**src/hdl/xkc_pkg.sv**
```systemverilog
// Package for the repeating-key XOR cipher with printable escapes.
// Holds the shared types, register indexes and character constants.
// No dependencies.
package xkc_pkg;

  localparam int KeyBytes   = 16;
  localparam int KeyPosW    = $clog2(KeyBytes);
  localparam int KeyLenW    = 5;
  localparam int QueueDepth = 2;
  localparam int QueuePtrW  = $clog2(QueueDepth);
  localparam int QueueCntW  = $clog2(QueueDepth + 1);
  localparam int ApbAddrW   = 5;
  localparam int ApbDataW   = 64;

  localparam logic [8:0] PrintLo    = 9'd33;
  localparam logic [8:0] PrintHi    = 9'd126;
  localparam logic [7:0] ChSpace    = 8'h20;
  localparam logic [7:0] ChStar     = 8'h2A;
  localparam logic [7:0] ChZero     = 8'h30;
  localparam logic [3:0] DecadeLast = 4'd9;

  localparam logic DirEncrypt = 1'b0;

  typedef enum logic [1:0] {
    RegDirection = 2'd0,
    RegKeyLength = 2'd1,
    RegKeyLow    = 2'd2,
    RegKeyHigh   = 2'd3
  } reg_idx_e;

  typedef struct packed {
    logic                             direction;
    logic [KeyLenW-1:0]               key_length;
    logic [KeyBytes-1:0][7:0]         key_bytes;
  } cfg_t;

  // One queued job: a plain byte, or a 9-bit value to send as an escape.
  typedef struct packed {
    logic       esc;
    logic [8:0] value;
  } job_t;

endpackage

```
**src/hdl/xkc_if.sv**
```systemverilog
// Stream channel interfaces for the cipher core: input and result beats.
// Depends on nothing.
interface xkc_in_if;
  logic       valid;
  logic       ready;
  logic [7:0] data_byte;
  logic       message_start;
  logic       message_end;

  modport source (output valid, data_byte, message_start, message_end, input ready);
  modport sink   (input valid, data_byte, message_start, message_end, output ready);
endinterface

interface xkc_out_if;
  logic       valid;
  logic       ready;
  logic [7:0] out_byte;
  logic       run_last;

  modport source (output valid, out_byte, run_last, input ready);
  modport sink   (input valid, out_byte, run_last, output ready);
endinterface

```
**src/hdl/xkc_front.sv**
```systemverilog
// Front end: accepts input beats, tracks key/decade positions and escape parse,
// classifies each beat into a queued job. Depends on xkc_pkg and xkc_if.
module xkc_front (
  input  logic            clk_i,
  input  logic            rst_ni,
  input  xkc_pkg::cfg_t   cfg_i,
  xkc_in_if.sink          in_ch,
  input  logic            full_i,
  output logic            push_o,
  output xkc_pkg::job_t   job_o
);

  logic [xkc_pkg::KeyPosW-1:0] kp_q, kp_d, kp, kp_adv;
  logic [3:0]                  dp_q, dp_d, dp, dp_adv;
  logic                        ea_q, ea_d, ea;
  logic [7:0]                  ev_q, ev_d, ev;
  logic [8:0]                  code, v;
  logic [xkc_pkg::KeyLenW-1:0] len_eff, kp_inc;
  logic [7:0]                  b, dec_byte;
  logic                        emit, adv, accept;

  assign in_ch.ready = !full_i;
  assign accept      = in_ch.valid && in_ch.ready;
  assign b           = in_ch.data_byte;

  always_comb begin
    kp = in_ch.message_start ? '0 : kp_q;
    dp = in_ch.message_start ? '0 : dp_q;
    ea = in_ch.message_start ? 1'b0 : ea_q;
    ev = in_ch.message_start ? '0 : ev_q;

    code = {1'b0, cfg_i.key_bytes[kp]} + {5'd0, dp};

    if (cfg_i.key_length == '0) begin
      len_eff = xkc_pkg::KeyLenW'(1);
    end else if (cfg_i.key_length > xkc_pkg::KeyLenW'(xkc_pkg::KeyBytes)) begin
      len_eff = xkc_pkg::KeyLenW'(xkc_pkg::KeyBytes);
    end else begin
      len_eff = cfg_i.key_length;
    end
    kp_inc = {1'b0, kp} + xkc_pkg::KeyLenW'(1);
    kp_adv = (kp_inc >= len_eff) ? '0 : kp_inc[xkc_pkg::KeyPosW-1:0];
    dp_adv = (dp == xkc_pkg::DecadeLast) ? '0 : dp + 4'd1;

    emit     = 1'b0;
    adv      = 1'b0;
    ea_d     = ea;
    ev_d     = ev;
    v        = {1'b0, b} ^ code;
    dec_byte = '0;
    job_o    = '0;

    if (cfg_i.direction == xkc_pkg::DirEncrypt) begin
      emit        = 1'b1;
      adv         = 1'b1;
      job_o.esc   = !(v >= xkc_pkg::PrintLo && v <= xkc_pkg::PrintHi);
      job_o.value = v;
    end else begin
      if (ea) begin
        if (b == xkc_pkg::ChStar) begin
          emit     = 1'b1;
          adv      = 1'b1;
          dec_byte = ev ^ code[7:0];
          ea_d     = 1'b0;
          ev_d     = '0;
        end else begin
          ev_d = (ev << 3) + (ev << 1) + b - xkc_pkg::ChZero;
        end
      end else if (b == xkc_pkg::ChSpace) begin
        ea_d = 1'b1;
        ev_d = '0;
      end else begin
        emit     = 1'b1;
        adv      = 1'b1;
        dec_byte = b ^ code[7:0];
      end
      // flush an unterminated escape on the final byte
      if (in_ch.message_end && ea_d) begin
        emit     = 1'b1;
        adv      = 1'b1;
        dec_byte = ev_d ^ code[7:0];
        ea_d     = 1'b0;
        ev_d     = '0;
      end
      job_o.esc   = 1'b0;
      job_o.value = {1'b0, dec_byte};
    end

    kp_d = adv ? kp_adv : kp;
    dp_d = adv ? dp_adv : dp;
  end

  assign push_o = accept && emit;

  always_ff @(posedge clk_i or negedge rst_ni) begin
    if (!rst_ni) begin
      kp_q <= '0;
      dp_q <= '0;
      ea_q <= 1'b0;
      ev_q <= '0;
    end else if (accept) begin
      kp_q <= kp_d;
      dp_q <= dp_d;
      ea_q <= ea_d;
      ev_q <= ev_d;
    end
  end

endmodule

```
**src/hdl/xkc_fifo.sv**
```systemverilog
// Short job queue between the front end and the output sequencer.
// Depends on xkc_pkg.
module xkc_fifo (
  input  logic          clk_i,
  input  logic          rst_ni,
  input  logic          push_i,
  input  xkc_pkg::job_t job_i,
  output logic          full_o,
  output logic          valid_o,
  input  logic          pop_i,
  output xkc_pkg::job_t job_o
);

  xkc_pkg::job_t                 mem_q [xkc_pkg::QueueDepth];
  logic [xkc_pkg::QueuePtrW-1:0] wr_q, rd_q;
  logic [xkc_pkg::QueueCntW-1:0] cnt_q;
  logic                          do_push, do_pop;

  assign full_o  = (cnt_q == xkc_pkg::QueueCntW'(xkc_pkg::QueueDepth));
  assign valid_o = (cnt_q != '0);
  assign job_o   = mem_q[rd_q];
  assign do_push = push_i && !full_o;
  assign do_pop  = pop_i && valid_o;

  always_ff @(posedge clk_i) begin
    if (do_push) begin
      mem_q[wr_q] <= job_i;
    end
  end

  always_ff @(posedge clk_i or negedge rst_ni) begin
    if (!rst_ni) begin
      wr_q  <= '0;
      rd_q  <= '0;
      cnt_q <= '0;
    end else begin
      if (do_push) begin
        wr_q <= wr_q + xkc_pkg::QueuePtrW'(1);
      end
      if (do_pop) begin
        rd_q <= rd_q + xkc_pkg::QueuePtrW'(1);
      end
      if (do_push && !do_pop) begin
        cnt_q <= cnt_q + xkc_pkg::QueueCntW'(1);
      end else if (do_pop && !do_push) begin
        cnt_q <= cnt_q - xkc_pkg::QueueCntW'(1);
      end
    end
  end

endmodule

```
**src/hdl/xkc_back.sv**
```systemverilog
// Output sequencer: takes jobs from the queue and drives result beats,
// expanding escapes into space, decimal digits and asterisk. Depends on xkc_pkg, xkc_if.
module xkc_back (
  input  logic          clk_i,
  input  logic          rst_ni,
  input  logic          valid_i,
  input  xkc_pkg::job_t job_i,
  output logic          pop_o,
  xkc_out_if.source     out_ch
);

  typedef enum logic [5:0] {
    StDirect = 6'b000001,
    StSpace  = 6'b000010,
    StHund   = 6'b000100,
    StTens   = 6'b001000,
    StOnes   = 6'b010000,
    StStar   = 6'b100000
  } step_e;

  localparam logic [8:0] Hundred = 9'd100;
  localparam logic [8:0] Ten     = 9'd10;

  step_e      step_q, step_d;
  logic       busy_q, busy_d;
  logic [8:0] val_q;
  logic       out_valid_q;
  logic [7:0] out_byte_q, cur_byte;
  logic       out_last_q, cur_last;
  logic       emit;
  logic [2:0] hund;
  logic [6:0] rem;
  logic [3:0] tens, ones;

  always_comb begin
    hund = '0;
    for (int k = 1; k <= 5; k++) begin
      if (val_q >= 9'(100 * k)) hund = 3'(k);
    end
    rem  = 7'(val_q - {6'd0, hund} * Hundred);
    tens = '0;
    for (int k = 1; k <= 9; k++) begin
      if (rem >= 7'(10 * k)) tens = 4'(k);
    end
    ones = 4'(rem - 7'(tens) * 7'd10);
  end

  assign emit  = busy_q && (!out_valid_q || out_ch.ready);
  assign pop_o = valid_i && (!busy_q || (emit && cur_last));

  always_comb begin
    cur_byte = '0;
    cur_last = 1'b0;
    step_d   = step_q;
    unique case (step_q)
      StDirect: begin
        cur_byte = val_q[7:0];
        cur_last = 1'b1;
      end
      StSpace: begin
        cur_byte = xkc_pkg::ChSpace;
        if (val_q >= Hundred) begin
          step_d = StHund;
        end else if (val_q >= Ten) begin
          step_d = StTens;
        end else begin
          step_d = StOnes;
        end
      end
      StHund: begin
        cur_byte = xkc_pkg::ChZero + {5'd0, hund};
        step_d   = StTens;
      end
      StTens: begin
        cur_byte = xkc_pkg::ChZero + {4'd0, tens};
        step_d   = StOnes;
      end
      StOnes: begin
        cur_byte = xkc_pkg::ChZero + {4'd0, ones};
        step_d   = StStar;
      end
      StStar: begin
        cur_byte = xkc_pkg::ChStar;
        cur_last = 1'b1;
      end
      default: begin
        cur_byte = '0;
        cur_last = 1'b1;
      end
    endcase

    busy_d = busy_q;
    if (emit && cur_last) begin
      busy_d = 1'b0;
    end
    if (pop_o) begin
      busy_d = 1'b1;
      step_d = job_i.esc ? StSpace : StDirect;
    end else if (!emit) begin
      step_d = step_q;
    end
  end

  always_ff @(posedge clk_i) begin
    if (pop_o) begin
      val_q <= job_i.value;
    end
    if (emit) begin
      out_byte_q <= cur_byte;
      out_last_q <= cur_last;
    end
  end

  always_ff @(posedge clk_i or negedge rst_ni) begin
    if (!rst_ni) begin
      busy_q      <= 1'b0;
      step_q      <= StDirect;
      out_valid_q <= 1'b0;
    end else begin
      busy_q <= busy_d;
      step_q <= step_d;
      if (emit) begin
        out_valid_q <= 1'b1;
      end else if (out_ch.ready) begin
        out_valid_q <= 1'b0;
      end
    end
  end

  assign out_ch.valid    = out_valid_q;
  assign out_ch.out_byte = out_byte_q;
  assign out_ch.run_last = out_last_q;

endmodule

```
**src/hdl/xor_key_cipher_printable_escape_core.sv**
```systemverilog
// Top level of the repeating-key XOR cipher with printable escapes.
// Depends on xkc_pkg, xkc_if, xkc_front, xkc_fifo, xkc_back.
//
// The core accepts one input byte per cycle while its two-entry job queue has
// room. In encrypt mode a printable result (33..126) is one output beat, so such
// streams run at one byte per cycle while the output is ready; any other result
// is sent as a space, one to three decimal digits and an asterisk, which busies
// the output sequencer and stalls input once the queue fills. Decrypt mode gives
// at most one beat per input byte, none for bytes that open or extend an escape
// before message end, and keeps one byte per cycle while the output is ready.
// Configuration (APB, 64-bit data, register i at byte address 8*i) is to be
// written by the user only while the core is idle; the core does not enforce it.
module xor_key_cipher_printable_escape_core (
  input  logic                          clk_i,
  input  logic                          rst_ni,
  xkc_in_if.sink                        in_ch,
  xkc_out_if.source                     out_ch,
  input  logic                          psel,
  input  logic                          penable,
  input  logic                          pwrite,
  input  logic [xkc_pkg::ApbAddrW-1:0]  paddr,
  input  logic [xkc_pkg::ApbDataW-1:0]  pwdata,
  output logic [xkc_pkg::ApbDataW-1:0]  prdata,
  output logic                          pready
);

  logic                         dir_q;
  logic [xkc_pkg::KeyLenW-1:0]  klen_q;
  logic [63:0]                  klo_q, khi_q;
  xkc_pkg::cfg_t                cfg;
  xkc_pkg::reg_idx_e            reg_idx;
  logic                         cfg_wr;

  logic                         fifo_push, fifo_full, fifo_valid, back_pop;
  xkc_pkg::job_t                push_job, head_job;

  assign pready  = 1'b1;
  assign cfg_wr  = psel && penable && pwrite;
  assign reg_idx = xkc_pkg::reg_idx_e'(paddr[4:3]);

  always_ff @(posedge clk_i or negedge rst_ni) begin
    if (!rst_ni) begin
      dir_q  <= 1'b0;
      klen_q <= xkc_pkg::KeyLenW'(1);
      klo_q  <= '0;
      khi_q  <= '0;
    end else if (cfg_wr) begin
      unique case (reg_idx)
        xkc_pkg::RegDirection: dir_q  <= pwdata[0];
        xkc_pkg::RegKeyLength: klen_q <= pwdata[xkc_pkg::KeyLenW-1:0];
        xkc_pkg::RegKeyLow:    klo_q  <= pwdata;
        xkc_pkg::RegKeyHigh:   khi_q  <= pwdata;
        default: ;
      endcase
    end
  end

  always_comb begin
    unique case (reg_idx)
      xkc_pkg::RegDirection: prdata = {63'd0, dir_q};
      xkc_pkg::RegKeyLength: prdata = {59'd0, klen_q};
      xkc_pkg::RegKeyLow:    prdata = klo_q;
      xkc_pkg::RegKeyHigh:   prdata = khi_q;
      default:               prdata = '0;
    endcase
  end

  assign cfg.direction  = dir_q;
  assign cfg.key_length = klen_q;
  assign cfg.key_bytes  = {khi_q, klo_q};

  xkc_front u_front (
    .clk_i  (clk_i),
    .rst_ni (rst_ni),
    .cfg_i  (cfg),
    .in_ch  (in_ch),
    .full_i (fifo_full),
    .push_o (fifo_push),
    .job_o  (push_job)
  );

  xkc_fifo u_fifo (
    .clk_i   (clk_i),
    .rst_ni  (rst_ni),
    .push_i  (fifo_push),
    .job_i   (push_job),
    .full_o  (fifo_full),
    .valid_o (fifo_valid),
    .pop_i   (back_pop),
    .job_o   (head_job)
  );

  xkc_back u_back (
    .clk_i   (clk_i),
    .rst_ni  (rst_ni),
    .valid_i (fifo_valid),
    .job_i   (head_job),
    .pop_o   (back_pop),
    .out_ch  (out_ch)
  );

  a_no_push_full: assert property (@(posedge clk_i) disable iff (!rst_ni)
    fifo_push |-> !fifo_full)
    else $error("job pushed into full queue");

  a_pop_valid: assert property (@(posedge clk_i) disable iff (!rst_ni)
    back_pop |-> fifo_valid)
    else $error("job popped from empty queue");

  a_encrypt_pushes: assert property (@(posedge clk_i) disable iff (!rst_ni)
    (in_ch.valid && in_ch.ready && cfg.direction == xkc_pkg::DirEncrypt) |-> fifo_push)
    else $error("encrypt beat produced no job");

endmodule
```
**src/flat_wrapper.sv**
```systemverilog
// flat-port wrapper written by rule: the top's interface ports become plain ports
module xor_key_cipher_printable_escape_core_flat 
  (clk_i, rst_ni, psel, penable, pwrite, paddr, pwdata, prdata, pready, in_ch_valid, in_ch_data_byte, in_ch_message_start, in_ch_message_end, in_ch_ready, out_ch_valid, out_ch_out_byte, out_ch_run_last, out_ch_ready);
  xkc_in_if in_ch_i ();
  xkc_out_if out_ch_i ();
  input  logic clk_i;
  input  logic rst_ni;
  input  logic psel;
  input  logic penable;
  input  logic pwrite;
  input  logic [xkc_pkg::ApbAddrW-1:0] paddr;
  input  logic [xkc_pkg::ApbDataW-1:0] pwdata;
  output logic [xkc_pkg::ApbDataW-1:0] prdata;
  output logic pready;
  input wire logic [$bits(in_ch_i.valid)-1:0] in_ch_valid;
  input wire logic [$bits(in_ch_i.data_byte)-1:0] in_ch_data_byte;
  input wire logic [$bits(in_ch_i.message_start)-1:0] in_ch_message_start;
  input wire logic [$bits(in_ch_i.message_end)-1:0] in_ch_message_end;
  output wire logic [$bits(in_ch_i.ready)-1:0] in_ch_ready;
  output wire logic [$bits(out_ch_i.valid)-1:0] out_ch_valid;
  output wire logic [$bits(out_ch_i.out_byte)-1:0] out_ch_out_byte;
  output wire logic [$bits(out_ch_i.run_last)-1:0] out_ch_run_last;
  input wire logic [$bits(out_ch_i.ready)-1:0] out_ch_ready;
  assign in_ch_i.valid = in_ch_valid;
  assign in_ch_i.data_byte = in_ch_data_byte;
  assign in_ch_i.message_start = in_ch_message_start;
  assign in_ch_i.message_end = in_ch_message_end;
  assign in_ch_ready = in_ch_i.ready;
  assign out_ch_valid = out_ch_i.valid;
  assign out_ch_out_byte = out_ch_i.out_byte;
  assign out_ch_run_last = out_ch_i.run_last;
  assign out_ch_i.ready = out_ch_ready;
  xor_key_cipher_printable_escape_core u_core (.clk_i(clk_i), .rst_ni(rst_ni), .in_ch(in_ch_i), .out_ch(out_ch_i), .psel(psel), .penable(penable), .pwrite(pwrite), .paddr(paddr), .pwdata(pwdata), .prdata(prdata), .pready(pready));
endmodule
```
**config.mk**
```make
export PLATFORM = sky130hd
export DESIGN_NAME = xor_key_cipher_printable_escape_core_flat
export DESIGN_NICKNAME = d
export VERILOG_FILES = /design/src/hdl/xkc_pkg.sv /design/src/hdl/xkc_if.sv /design/src/hdl/xkc_front.sv /design/src/hdl/xkc_fifo.sv /design/src/hdl/xkc_back.sv /design/src/hdl/xor_key_cipher_printable_escape_core.sv /design/src/flat_wrapper.sv
export SDC_FILE = /design/constraint.sdc
export NUM_CORES = 1
export LEC_CHECK = 0
export ABC_AREA = 0
export BUFFER_PORTS_ARGS = -buffer_cell sky130_fd_sc_hd__buf_2
export CORE_UTILIZATION = 55
export DETAILED_ROUTE_END_ITERATION = 10
export HOLD_SLACK_MARGIN = 0.12
export PLACE_DENSITY = 0.84
export SLEW_MARGIN = 20
export SYNTH_ARGS = -nofsm -noshare
export SYNTH_HDL_FRONTEND = slang
export SYNTH_SLANG_ARGS = --single-unit
```
**constraint.sdc**
```tcl
create_clock -name clk_i -period 11.9 [get_ports clk_i]
set_input_delay 2.38 -clock clk_i [delete_from_list [all_inputs] [get_ports clk_i]]
set_output_delay 2.38 -clock clk_i [all_outputs]
set_load 0.02 [all_outputs]
```
==> results.ini, run 1 <==
[yosys]
ys_async_sr_fraction_pct = 81.1
synth_nets = 1196
synth.distinct_cells = 76
synth_edf_count = 38
ys_ff_latch = 201
ys.flop_type = dfrtp_1
yosysTopAreaCell = dfrtp_1
synth_area_um2 = 12000
yosysTopAreaCellShare_pct = 33.6
synth_area_leaders = dfrtp_1 (34%), mux2_2 (14%), edfxtp_1 (9.5%)
synth_warnings = 0
ys_top_cells_by_count = dfrtp_1 (161), mux2_2 (152), mux2i_1 (93), nor2b_1 (79), nand2_1 (63)
synth_seq_area_share_pct = 43.6
synth.most_common_cell = dfrtp_1
avgSynthCellArea_um2 = 11.2
syn_inst = 1075

[detailed_routing]
vias = 9100
drt-initial-drc-count = 627
vias_per_cell = 6.06
drc_errors = 0
drt_first_pass_iters = 5
ant_nets = 0
wl_um = 29200
wire_per_inst_um = 19.5

[clock_tree]
cts_root_buf = clkbuf_16
post_cts_resized = 0
clkLatencyLatePin_ns = 0.50
clock-sinks = 201
htree_levels = 1
cts_buffer_depth = 3
cts_tree = yes
path_clk_slew_ns = 0.06
cts_setup_buffers = 0
cts_made_buffers = 22
cts-hold-fix-buffers = 0

[grt]
grt_usage_pct = 26.6
first_global_vias = 9056
antenna_found_initial = 1
grt_pass1_wl_um = 46900
grt.overflow.total = 0
grt_max_degree = 90

[sta]
rsz0062_at_grt = no
tightestPinTransition_ns = 1.05
finClkSkew_ns = 0.0169
relSlewSlack_pct = 30.0
min_period_ns = 6.73
slew_violations = 0
setup-tns-final_ns = 0
hold_viol_final = 0
finalCritPeriodShare_pct = 56.6
setup_viol = 0
max_freq_ghz = 0.149

[worst_setup_path]
worst_setup_path_end_kind = primary output
ff2ff_path_depth = 22
worst_r2r_endpoint = u_core.u_back.out_ch.out_byte[3]$_DFFE_PP_
startpoint_type = input pin
critPathRequiredTime_ns = 9.52
path_max_fanout = 47
reg2reg_slack_ns = 6.91
r2r_start = u_core.u_back.val_q[4]$_DFFE_PP_
critPathArrivalTime_ns = 4.35
crit_type = input pin to primary output

[floorplanning]
dieArea_um2 = 22400
die_w_um = 150
die_h_um = 150
initial_core_util_pct = 56.5
coreArea_um2 = 21200
rows = 53
io-pin-count = 162

[worst_hold_path]
worstHoldStart = u_core.u_front.ev_q[0]$_DFFE_PN0P_
min_path_cells = 2
worst_hold_path_type = flip-flop to flip-flop
holdPathEnd = u_core.u_front.ev_q[0]$_DFFE_PN0P_

[place]
place_congestion = 0.873
dp_cells = 1460
hpwl_um = 20100
portBuffers = 157

[power]
ir_drop_uv = 195
p_leak_uw = 0.00615
pwr-share-clk_pct = 19.9
combPwrFrac_pct = 47.7
seq_power_share_pct = 32.4
switchingPower_uw = 1340
swShare_pct = 39.5
internal_power_uw = 2060
p_per_area_nw_per_um2 = 249

[finish]
syn2layout_area_growth_pct = 14.0
layout-drive-gt1-share_pct = 30.4
num-fill-cells = 1621
multiInputGateArea_um2 = 6380
final_nets = 1330
instances_no_fill = 1501
regArea_um2 = 5220

[flow_run]
max_cap_violations = 0

[run_status]
status = finished clean

==> sequential cells by signal (all words and copies together), names as in the netlist, 2 cells and up <==
signal and count:
u_core.klo_q 64, u_core.u_front.kp_q 4, u_core.u_fifo.mem_q 20, u_core.u_back.val_q 9
u_core.u_back.out_ch.out_byte 8, u_core.u_fifo.cnt_q 2, u_core.u_back.step_q 6, u_core.u_front.ev_q 8
u_core.u_front.dp_q 4, u_core.klen_q 5, u_core.khi_q 64
==> logic make-up (layout without fill, tap and decap cells) <==
family	after synthesis	count (layout)	share of synthesized area, %
AND/OR/NAND/NOR	268	268	11.7
adder cells (fa/ha/maj)	35	35	4.15
other	1	3	0.0313
flip-flops	201	201	43.6
buffers and inverters	94	243	3.40
multiplexers	251	251	23.2
AO/OA/AOI/OAI	185	185	11.0
XOR/XNOR	40	40	2.92
==> layout make-up <==
type / count / share of cell area (%)
multi-input combinational: 780 / 46.6
clock inverter: 12 / 0.815
tap: 275 / 2.52
inverter: 37 / 1.02
timing repair buffer: 167 / 6.38
clock buffer: 27 / 4.39
sequential: 201 / 38.2
antenna: 2 / 0.0366
==> routing by layer <==
metal | vias up | track usage [%] | routed length (um)
met5 | - | 0 | 11
met4 | 2 | 9.74 | 936
met3 | 70 | 5.21 | 1860
met2 | 310 | 43.2 | 14000
met1 | 4518 | 35.3 | 12400
li1 | 4200 | - | -
==> how the worst max path moves through the flow <==
stage	from	to	slack [ns]
2_1_floorplan	paddr[3]	prdata[10]	5.69
3_3_place_gp	paddr[3]	prdata[4]	5.16
3_5_place_dp	paddr[3]	prdata[4]	5.16
4_1_cts	paddr[3]	prdata[4]	5.15
5_1_grt	paddr[3]	prdata[4]	5.11
6_report	paddr[3]	prdata[4]	5.17
==> worst max-delay path, stage by stage <==
cell and delay, ns:
buf_4 0.35, buf_4 0.72, mux2_2 0.42, a22o_1 0.26, buf_2 0.16
==> layout by cell type (no fill, tap or decap), types with 16 or more instances in the layout <==
cell	Yosys	layout
nor3_1	16	16
dfrtp_1	161	161
inv_1	34	34
xnor2_1	25	25
mux2i_1	93	93
a22o_1	22	22
edfxtp_1	38	38
o21ai_0	33	32
mux2_2	152	152
nor2b_1	79	79
a21oi_1	20	20
clkbuf_16	0	23
nand2_1	63	63
buf_2	1	154
ha_1	27	27
nor2_1	50	50
==> stage by stage <==
step	cell area, um^2	worst slack [ns]	power (uW)	hold WS [ns]	util [%]
after detailed placement	13000	5.16	2720	0.468	61.0
after CTS	13700	5.15	3410	0.482	64.4
after global placement	13000	5.16	2650	0.456	61.0
after floorplan	12000	5.69	2320	0.442	-
after global routing	13700	5.11	3630	0.513	64.4
final	13700	5.17	3400	0.480	64.4
==> power by group through the flow <==
stage,logic [uW],clock network (uW),registers (uW)
after floorplan,1250,0,1070
after global placement,1550,0,1090
final,1620,677,1100
after global routing,1790,716,1130
after CTS,1630,688,1100
after detailed placement,1610,0,1110
(Power assumes the default switching activity.)
==> inputs of run 2 (changes only) <==
==> constraint.sdc (replaced) <==
create_clock -name clk_i -period 6.2 [get_ports clk_i]
set_input_delay 1.24 -clock clk_i [delete_from_list [all_inputs] [get_ports clk_i]]
set_output_delay 1.24 -clock clk_i [all_outputs]
set_load 0.02 [all_outputs]
==> results.ini, run 2 (synthesized netlist as in run 1, its figures left out) <==
[grt]
grt_usage_pct = 26.7  ; was 26.6%
grt_pass1_wl_um = 47000  ; was 46,900 um
grt.overflow.total = 0  ; unchanged
grt_max_degree = 110  ; was 90
first_global_vias = 9174  ; was 9,056
antenna_found_initial = 2  ; was 1

[worst_setup_path]
crit_type = flip-flop to flip-flop  ; was input pin to primary output
critPathBufInv = 3  ; unchanged
critPathArrivalTime_ns = 5.26  ; was 4.35 ns
critPathSlowestCell = edfxtp_1  ; was buf_4
path_delay_family = compound AO/OA/AOI/OAI gates  ; was buffers and inverters
startpoint_type = flip-flop  ; was input pin
critPathMaxStageDelay_ns = 0.49  ; was 0.72 ns
critPathRequiredTime_ns = 6.45  ; was 9.52 ns
path_max_fanout = 6  ; was 47
cp_cell_sequence = or3_1 -> a31oi_1 -> a22oi_1 -> o32a_1 -> inv_1 -> ha_1 -> inv_1 -> fa_1 -> nand2_1 -> nand2b_1 -> a21oi_1 -> xor2_1 -> xnor2_1 -> o41ai_1 -> o32a_1 -> ha_1 -> inv_1 -> fa_1 -> xor2_1 -> xnor2_1 -> xnor2_1 -> o21ai_1  ; was buf_4 -> buf_4 -> mux2_2 -> a22o_1 -> buf_2
worst_setup_path_end_kind = flip-flop  ; was primary output

[detailed_routing]
wl_um = 29400  ; was 29,200 um
ant_nets = 0  ; unchanged
vias_per_cell = 6.10  ; was 6.06
drt-initial-drc-count = 677  ; was 627
drt_first_pass_iters = 5  ; unchanged
vias = 9170  ; was 9,100
drc_errors = 0  ; unchanged
wire_per_inst_um = 19.6  ; was 19.5 um

[sta]
setup_viol = 0  ; unchanged
slew_violations = 0  ; unchanged
finClkSkew_ns = 0.0100  ; was 0.0169 ns
setup-tns-final_ns = 0  ; unchanged
tightestPinTransition_ns = 1.04  ; was 1.05 ns
rsz0062_at_grt = no  ; unchanged
max_freq_ghz = 0.200
relSlewSlack_pct = 30.4  ; was 30.0%
min_period_ns = 5.00
hold_viol_final = 0  ; unchanged
finalCritPeriodShare_pct = 80.7

[finish]
final_cell_mix = dfrtp_1 (161), buf_2 (154), mux2_2 (152)  ; unchanged
layout-drive-gt1-share_pct = 30.9  ; was 30.4%
final_nets = 1331  ; was 1,330
num-fill-cells = 1669  ; was 1,621
layout_commonest_cell = dfrtp_1  ; unchanged
top_regs = u_core.khi_q x64, u_core.klo_q x64, u_core.u_fifo.mem_q x20  ; unchanged
syn2layout_area_growth_pct = 14.2  ; was 14.0%
multiInputGateArea_um2 = 6380  ; unchanged
instances_no_fill = 1503  ; was 1,501
regArea_um2 = 5220  ; unchanged
design_area_um2 = 13700  ; about the same

[floorplanning]
coreArea_um2 = 21200  ; unchanged
dieArea_um2 = 22400  ; unchanged
initial_core_util_pct = 56.5  ; unchanged
rows = 53  ; unchanged
io-pin-count = 162  ; unchanged
die_h_um = 150  ; unchanged
die_w_um = 150  ; unchanged

[place]
dp_cells = 1460  ; unchanged
hpwl_um = 20500  ; was 20,100 um
portBuffers = 157  ; unchanged
placed_area_um2 = 13000  ; unchanged
place_congestion = 0.896  ; was 0.873

[power]
swShare_pct = 40.0  ; was 39.5%
combPwrFrac_pct = 47.2  ; was 47.7%
seq_power_share_pct = 32.8  ; was 32.4%
p_per_area_nw_per_um2 = 480  ; was 249 nW/um^2
internal_power_uw = 3940  ; was 2060 uW
p_leak_uw = 0.00616  ; was 0.00615 uW
switchingPower_uw = 2630  ; was 1340 uW
ir_drop_uv = 305  ; was 195 uV
pwr-share-clk_pct = 20.1  ; was 19.9%

[flow_run]
max_cap_violations = 0  ; unchanged

[run_status]
status = finished clean  ; unchanged

[worst_hold_path]
worst_hold_path_type = flip-flop to flip-flop  ; unchanged

[clock_tree]
clock-sinks = 201  ; unchanged
clkLatencyLatePin_ns = 0.52  ; was 0.50 ns
path_clk_slew_ns = 0.06  ; about the same
post_cts_resized = 0  ; unchanged
cts_made_buffers = 23  ; was 22
cts_buffer_depth = 3  ; unchanged
cts_tree = yes  ; unchanged
cts-hold-fix-buffers = 0  ; unchanged
cts_setup_buffers = 0  ; unchanged
cts_root_buf = clkbuf_16  ; unchanged
htree_levels = 1  ; unchanged

run 2: cell count changes in the layout (fill, tap and decap cells not counted), sizes merged:
cell,delta
buf,-1
clkinvlp,+3
diode,-1
clkbuf,+2
bufinv,-1
run 2: cell type report:
class | count | area share (%)
multi-input cells | 780 | 46.6
flip-flops and latches | 201 | 38.1
repair buffers | 167 | 6.39
clock buffers | 28 | 4.56
well taps | 275 | 2.51
inverters | 37 | 1.01
clock inverters | 14 | 0.831
diodes | 1 | 0.0183
run 2: routing by layer:
layer | share of wire, % | global-route usage (%) | up-vias
met5 | 0.027 | 0 | -
met4 | 2.5 | 9.13 | 2
met3 | 7.5 | 4.91 | 58
met2 | 50 | 45.5 | 379
met1 | 40 | 33.9 | 4513
li1 | - | - | 4218
run 2: path summary, 6_finish.rpt:
kind / start / end / slack (ns) / depth (start not counted)
worst max-delay path: u_core.u_back.val_q[5]$_DFFE_PP_ / u_core.u_back.out_ch.out_byte[3]$_DFFE_PP_ / 1.20 / 22
worst max register to register: u_core.u_back.val_q[5]$_DFFE_PP_ / u_core.u_back.out_ch.out_byte[3]$_DFFE_PP_ / 1.20 / 22
max in group asynchronous: rst_ni / u_core.khi_q[24]$_DFFE_PN0P_ / 4.12 / 2
worst min register to register: u_core.u_fifo.wr_q$_DFFE_PN0P_ / u_core.u_fifo.wr_q$_DFFE_PN0P_ / 0.49 / 1
worst min-delay path: u_core.u_fifo.wr_q$_DFFE_PN0P_ / u_core.u_fifo.wr_q$_DFFE_PN0P_ / 0.49 / 1
min in group asynchronous: rst_ni / u_core.khi_q[54]$_DFFE_PN0P_ / 0.86 / 1
run 2: per-stage QoR:
step / worst slack [ns] / hold slack, ns / utilization, % / power [uW]
3_3_place_gp: 1.17 / 0.464 / 61.0 / 5090
6_report: 1.20 / 0.488 / 64.5 / 6570
2_1_floorplan: 1.37 / 0.442 / - / 4460
4_1_cts: 1.21 / 0.485 / 64.5 / 6590
5_1_grt: 0.879 / 0.518 / 64.5 / 6980
3_5_place_dp: 1.08 / 0.476 / 61.0 / 5240
run 2: power by group through the flow:
stage                     clock [uW]  combinational, uW  sequential, uW
after floorplan                    0               2400            2060
after global placement             0               2950            2140
after detailed placement           0               3070            2170
after CTS                       1340               3100            2140
after global routing            1400               3380            2200
final                           1320               3100            2150
==> inputs of run 3 (changes only) <==
--- a/config.mk
+++ b/config.mk
@@ -5,7 +5,7 @@
 export SDC_FILE = /design/constraint.sdc
 export NUM_CORES = 1
 export LEC_CHECK = 0
-export ABC_AREA = 0
+export ABC_AREA = 1
 export BUFFER_PORTS_ARGS = -buffer_cell sky130_fd_sc_hd__buf_2
 export CORE_UTILIZATION = 55
 export DETAILED_ROUTE_END_ITERATION = 10
==> constraint.sdc (replaced) <==
create_clock -name clk_i -period 4.9 [get_ports clk_i]
set_input_delay 0.98 -clock clk_i [delete_from_list [all_inputs] [get_ports clk_i]]
set_output_delay 0.98 -clock clk_i [all_outputs]
set_load 0.02 [all_outputs]
==> results.ini, run 3 <==
[run_status]
status = finished clean  ; unchanged

[yosys]
yosysTopAreaCell = dfrtp_1  ; unchanged
synth_seq_area_share_pct = 44.5  ; was 43.6%
ys_async_sr_fraction_pct = 81.1  ; unchanged
ys_ff_latch = 201  ; unchanged
ys_top_cells_by_count = nand2_1 (321), inv_1 (238), o21ai_0 (215), dfrtp_1 (161), a21oi_1 (86)  ; was dfrtp_1 (161), mux2_2 (152), mux2i_1 (93), nor2b_1 (79), nand2_1 (63)
ys.flop_type = dfrtp_1  ; unchanged
yosysTopAreaCellShare_pct = 34.3  ; was 33.6%
syn_inst = 1514  ; was 1,075
synthAdderAreaFrac_pct = 4.24  ; was 4.15%
synth.distinct_cells = 59  ; was 76
synth.area.mux_share_pct = 0.181  ; was 23.2%
synth_nets = 1635  ; was 1,196
synth_compound_area_share_pct = 20.3  ; was 11.0%
synth_warnings = 0  ; unchanged
synth_area_leaders = dfrtp_1 (34%), nand2_1 (10%), edfxtp_1 (9.7%)  ; was dfrtp_1 (34%), mux2_2 (14%), edfxtp_1 (9.5%)
yosys.area_share.simple_pct = 17.9  ; was 11.7%
synth_area_um2 = 11700  ; was 12,000 um^2
synth_edf_count = 38  ; unchanged
avgSynthCellArea_um2 = 7.76  ; was 11.2 um^2
synth.most_common_cell = nand2_1  ; was dfrtp_1
synth_xor_area_share_pct = 1.94  ; was 2.92%
synth_top_family_by_area = compound AO/OA/AOI/OAI gates  ; was multiplexers

[worst_setup_path]
startpoint_type = flip-flop  ; unchanged
critPathSlowestCell = edfxtp_1  ; unchanged
cpMostUsedCell = nand2_1
critPathRequiredTime_ns = 5.17  ; was 6.45 ns
crit_type = flip-flop to flip-flop  ; unchanged
critPathMaxStageDelay_ns = 0.50  ; was 0.49 ns
path_max_fanout = 7  ; was 6
critPathArrivalTime_ns = 4.77  ; was 5.26 ns
worst_setup_path_end_kind = flip-flop  ; unchanged
reg2reg_slack_ns = 0.41  ; was 1.20 ns

[sta]
setup-tns-final_ns = 0  ; unchanged
rsz0062_at_grt = no  ; unchanged
slew_violations = 0  ; unchanged
hold_viol_final = 0  ; unchanged
setup_viol = 0  ; unchanged
finalCritPeriodShare_pct = 91.7  ; was 80.7%
relSlewSlack_pct = 29.7  ; was 30.4%
tightestPinTransition_ns = 1.05  ; was 1.04 ns
min_period_ns = 4.49  ; was 5.00 ns
finClkSkew_ns = 0.0132  ; was 0.0100 ns
max_freq_ghz = 0.223  ; was 0.200 GHz

[grt]
grt_max_degree = 95  ; was 110
first_global_vias = 10400  ; was 9,174
grt_usage_pct = 29.6  ; was 26.7%
grt.overflow.total = 0  ; unchanged
grt_pass1_wl_um = 51800  ; was 47,000 um
antenna_found_initial = 0  ; was 2

[clock_tree]
path_clk_slew_ns = 0.07  ; was 0.06 ns
cts-hold-fix-buffers = 0  ; unchanged
clkLatencyLatePin_ns = 0.51  ; was 0.52 ns
clock-sinks = 201  ; unchanged
htree_levels = 1  ; unchanged
post_cts_resized = 0  ; unchanged
cts_root_buf = clkbuf_16  ; unchanged
cts_tree = yes  ; unchanged
cts_setup_buffers = 0  ; unchanged
cts_buffer_depth = 3  ; unchanged
cts_made_buffers = 22  ; was 23

[power]
pwr-share-clk_pct = 20.2  ; was 20.1%
seq_power_share_pct = 28.8  ; was 32.8%
combPwrFrac_pct = 50.9  ; was 47.2%
p_per_area_nw_per_um2 = 668  ; was 480 nW/um^2
switchingPower_uw = 4030  ; was 2630 uW
ir_drop_uv = 476  ; was 305 uV
swShare_pct = 44.5  ; was 40.0%
finalPower_uw = 9050  ; was 6570 uW
p_leak_uw = 0.00656  ; was 0.00616 uW
internal_power_uw = 5020  ; was 3940 uW

[worst_hold_path]
worst_hold_path_type = input pin to asynchronous set/reset pin  ; was flip-flop to flip-flop

[finish]
syn2layout_area_growth_pct = 15.2  ; was 14.2%
layout_commonest_cell = nand2_1  ; was dfrtp_1
final_nets = 1761  ; was 1,331
final_cell_mix = nand2_1 (319), inv_1 (238), o21ai_0 (215)  ; was dfrtp_1 (161), buf_2 (154), mux2_2 (152)
layout-drive-gt1-share_pct = 15.5  ; was 30.9%
top_regs = u_core.khi_q x64, u_core.klo_q x64, u_core.u_fifo.mem_q x20  ; unchanged

[flow_run]
max_cap_violations = 0  ; unchanged

[detailed_routing]
wire_per_inst_um = 16.8  ; was 19.6 um
vias = 11200  ; was 9,170
wl_um = 32400  ; was 29,400 um
vias_per_cell = 5.78  ; was 6.10
drc_errors = 0  ; unchanged
drt_first_pass_iters = 5  ; unchanged
ant_nets = 0  ; unchanged
drt-initial-drc-count = 1068  ; was 677

[place]
place_congestion = 0.950  ; was 0.896
portBuffers = 157  ; unchanged
hpwl_um = 22900  ; was 20,500 um

[floorplanning]
coreArea_um2 = 21000  ; was 21,200 um^2
rows = 53  ; unchanged
io-pin-count = 162  ; unchanged
dieArea_um2 = 21900  ; was 22,400 um^2
die_w_um = 148  ; was 150 um
die_h_um = 148  ; was 150 um
initial_core_util_pct = 56.1  ; was 56.5%

## run 3: worst paths after layout
path                                                               to  cells after the start                                from
max                        u_core.u_back.out_ch.out_byte[3]$_DFFE_PP_                     29    u_core.u_back.val_q[5]$_DFFE_PP_
min                                      u_core.klo_q[19]$_DFFE_PN0P_                      1                              rst_ni
max reg2reg                u_core.u_back.out_ch.out_byte[3]$_DFFE_PP_                     29    u_core.u_back.val_q[5]$_DFFE_PP_
min reg2reg                        u_core.u_front.ev_q[7]$_DFFE_PN0P_                      2  u_core.u_front.ev_q[7]$_DFFE_PN0P_
max in group asynchronous         u_core.u_back.step_q[0]$_DFFE_PN1P_                      2                              rst_ni
min in group clk_i                 u_core.u_front.ev_q[7]$_DFFE_PN0P_                      2  u_core.u_front.ev_q[7]$_DFFE_PN0P_
## run 3: power by group through the flow
stage / clock network [uW] / registers [uW] / logic [uW]
2_1_floorplan: 0 / 2580 / 3430
3_3_place_gp: 0 / 2610 / 4350
3_5_place_dp: 0 / 2620 / 4550
4_1_cts: 1840 / 2600 / 4590
5_1_grt: 1910 / 2650 / 5220
6_report: 1830 / 2610 / 4610
## run 3: kinds of logic after synthesis
family,count (synthesis)
multiplexers,2
AND/OR/NAND/NOR,498
other,1
XOR/XNOR,26
buffers and inverters,323
flip-flops,201
AO/OA/AOI/OAI,428
adder cells (fa/ha/maj),35
## run 3: final cells by class
class,count,area [um^2]
Antenna cell,1,2.50
Clock buffer,26,597
Clock inverter,14,201
Fill cell,1793,7420
Inverter,251,945
Multi-Input combinational cell,990,5260
Sequential cell,201,5220
Tap cell,275,344
Timing Repair Buffer,174,970
## run 3: metal layers
metal	track usage, %	share of wire [%]	vias to the layer above
met5	0	0	-
met4	11.7	3.4	0
met3	4.33	8.3	82
met2	47.9	47	513
met1	40.3	41	5322
li1	-	-	5254
## run 3: worst max-delay path: cells and delay by family, from the launching register on
kind | cells | cell delay (ns)
flops | 1 | 0.50
compound gates | 5 | 0.75
buf+inv | 5 | 0.33
simple gates | 13 | 1.25
fa+ha+maj | 4 | 1.07
xor+xnor | 2 | 0.34
## run 3: stage by stage
stage / hold slack (ns) / utilization (%) / area (um^2) / instances / worst slack [ns]
4_1_cts: 0.497 / 64.6 / 13500 / 1931 / 0.380
3_3_place_gp: 0.476 / 60.8 / 12700 / 1891 / 0.374
2_1_floorplan: 0.459 / - / 11700 / 1514 / 0.729
3_5_place_dp: 0.482 / 60.8 / 12700 / 1891 / 0.268
6_report: 0.483 / 64.6 / 13500 / 1932 / 0.406
5_1_grt: 0.512 / 64.6 / 13500 / 1931 / 0.00301
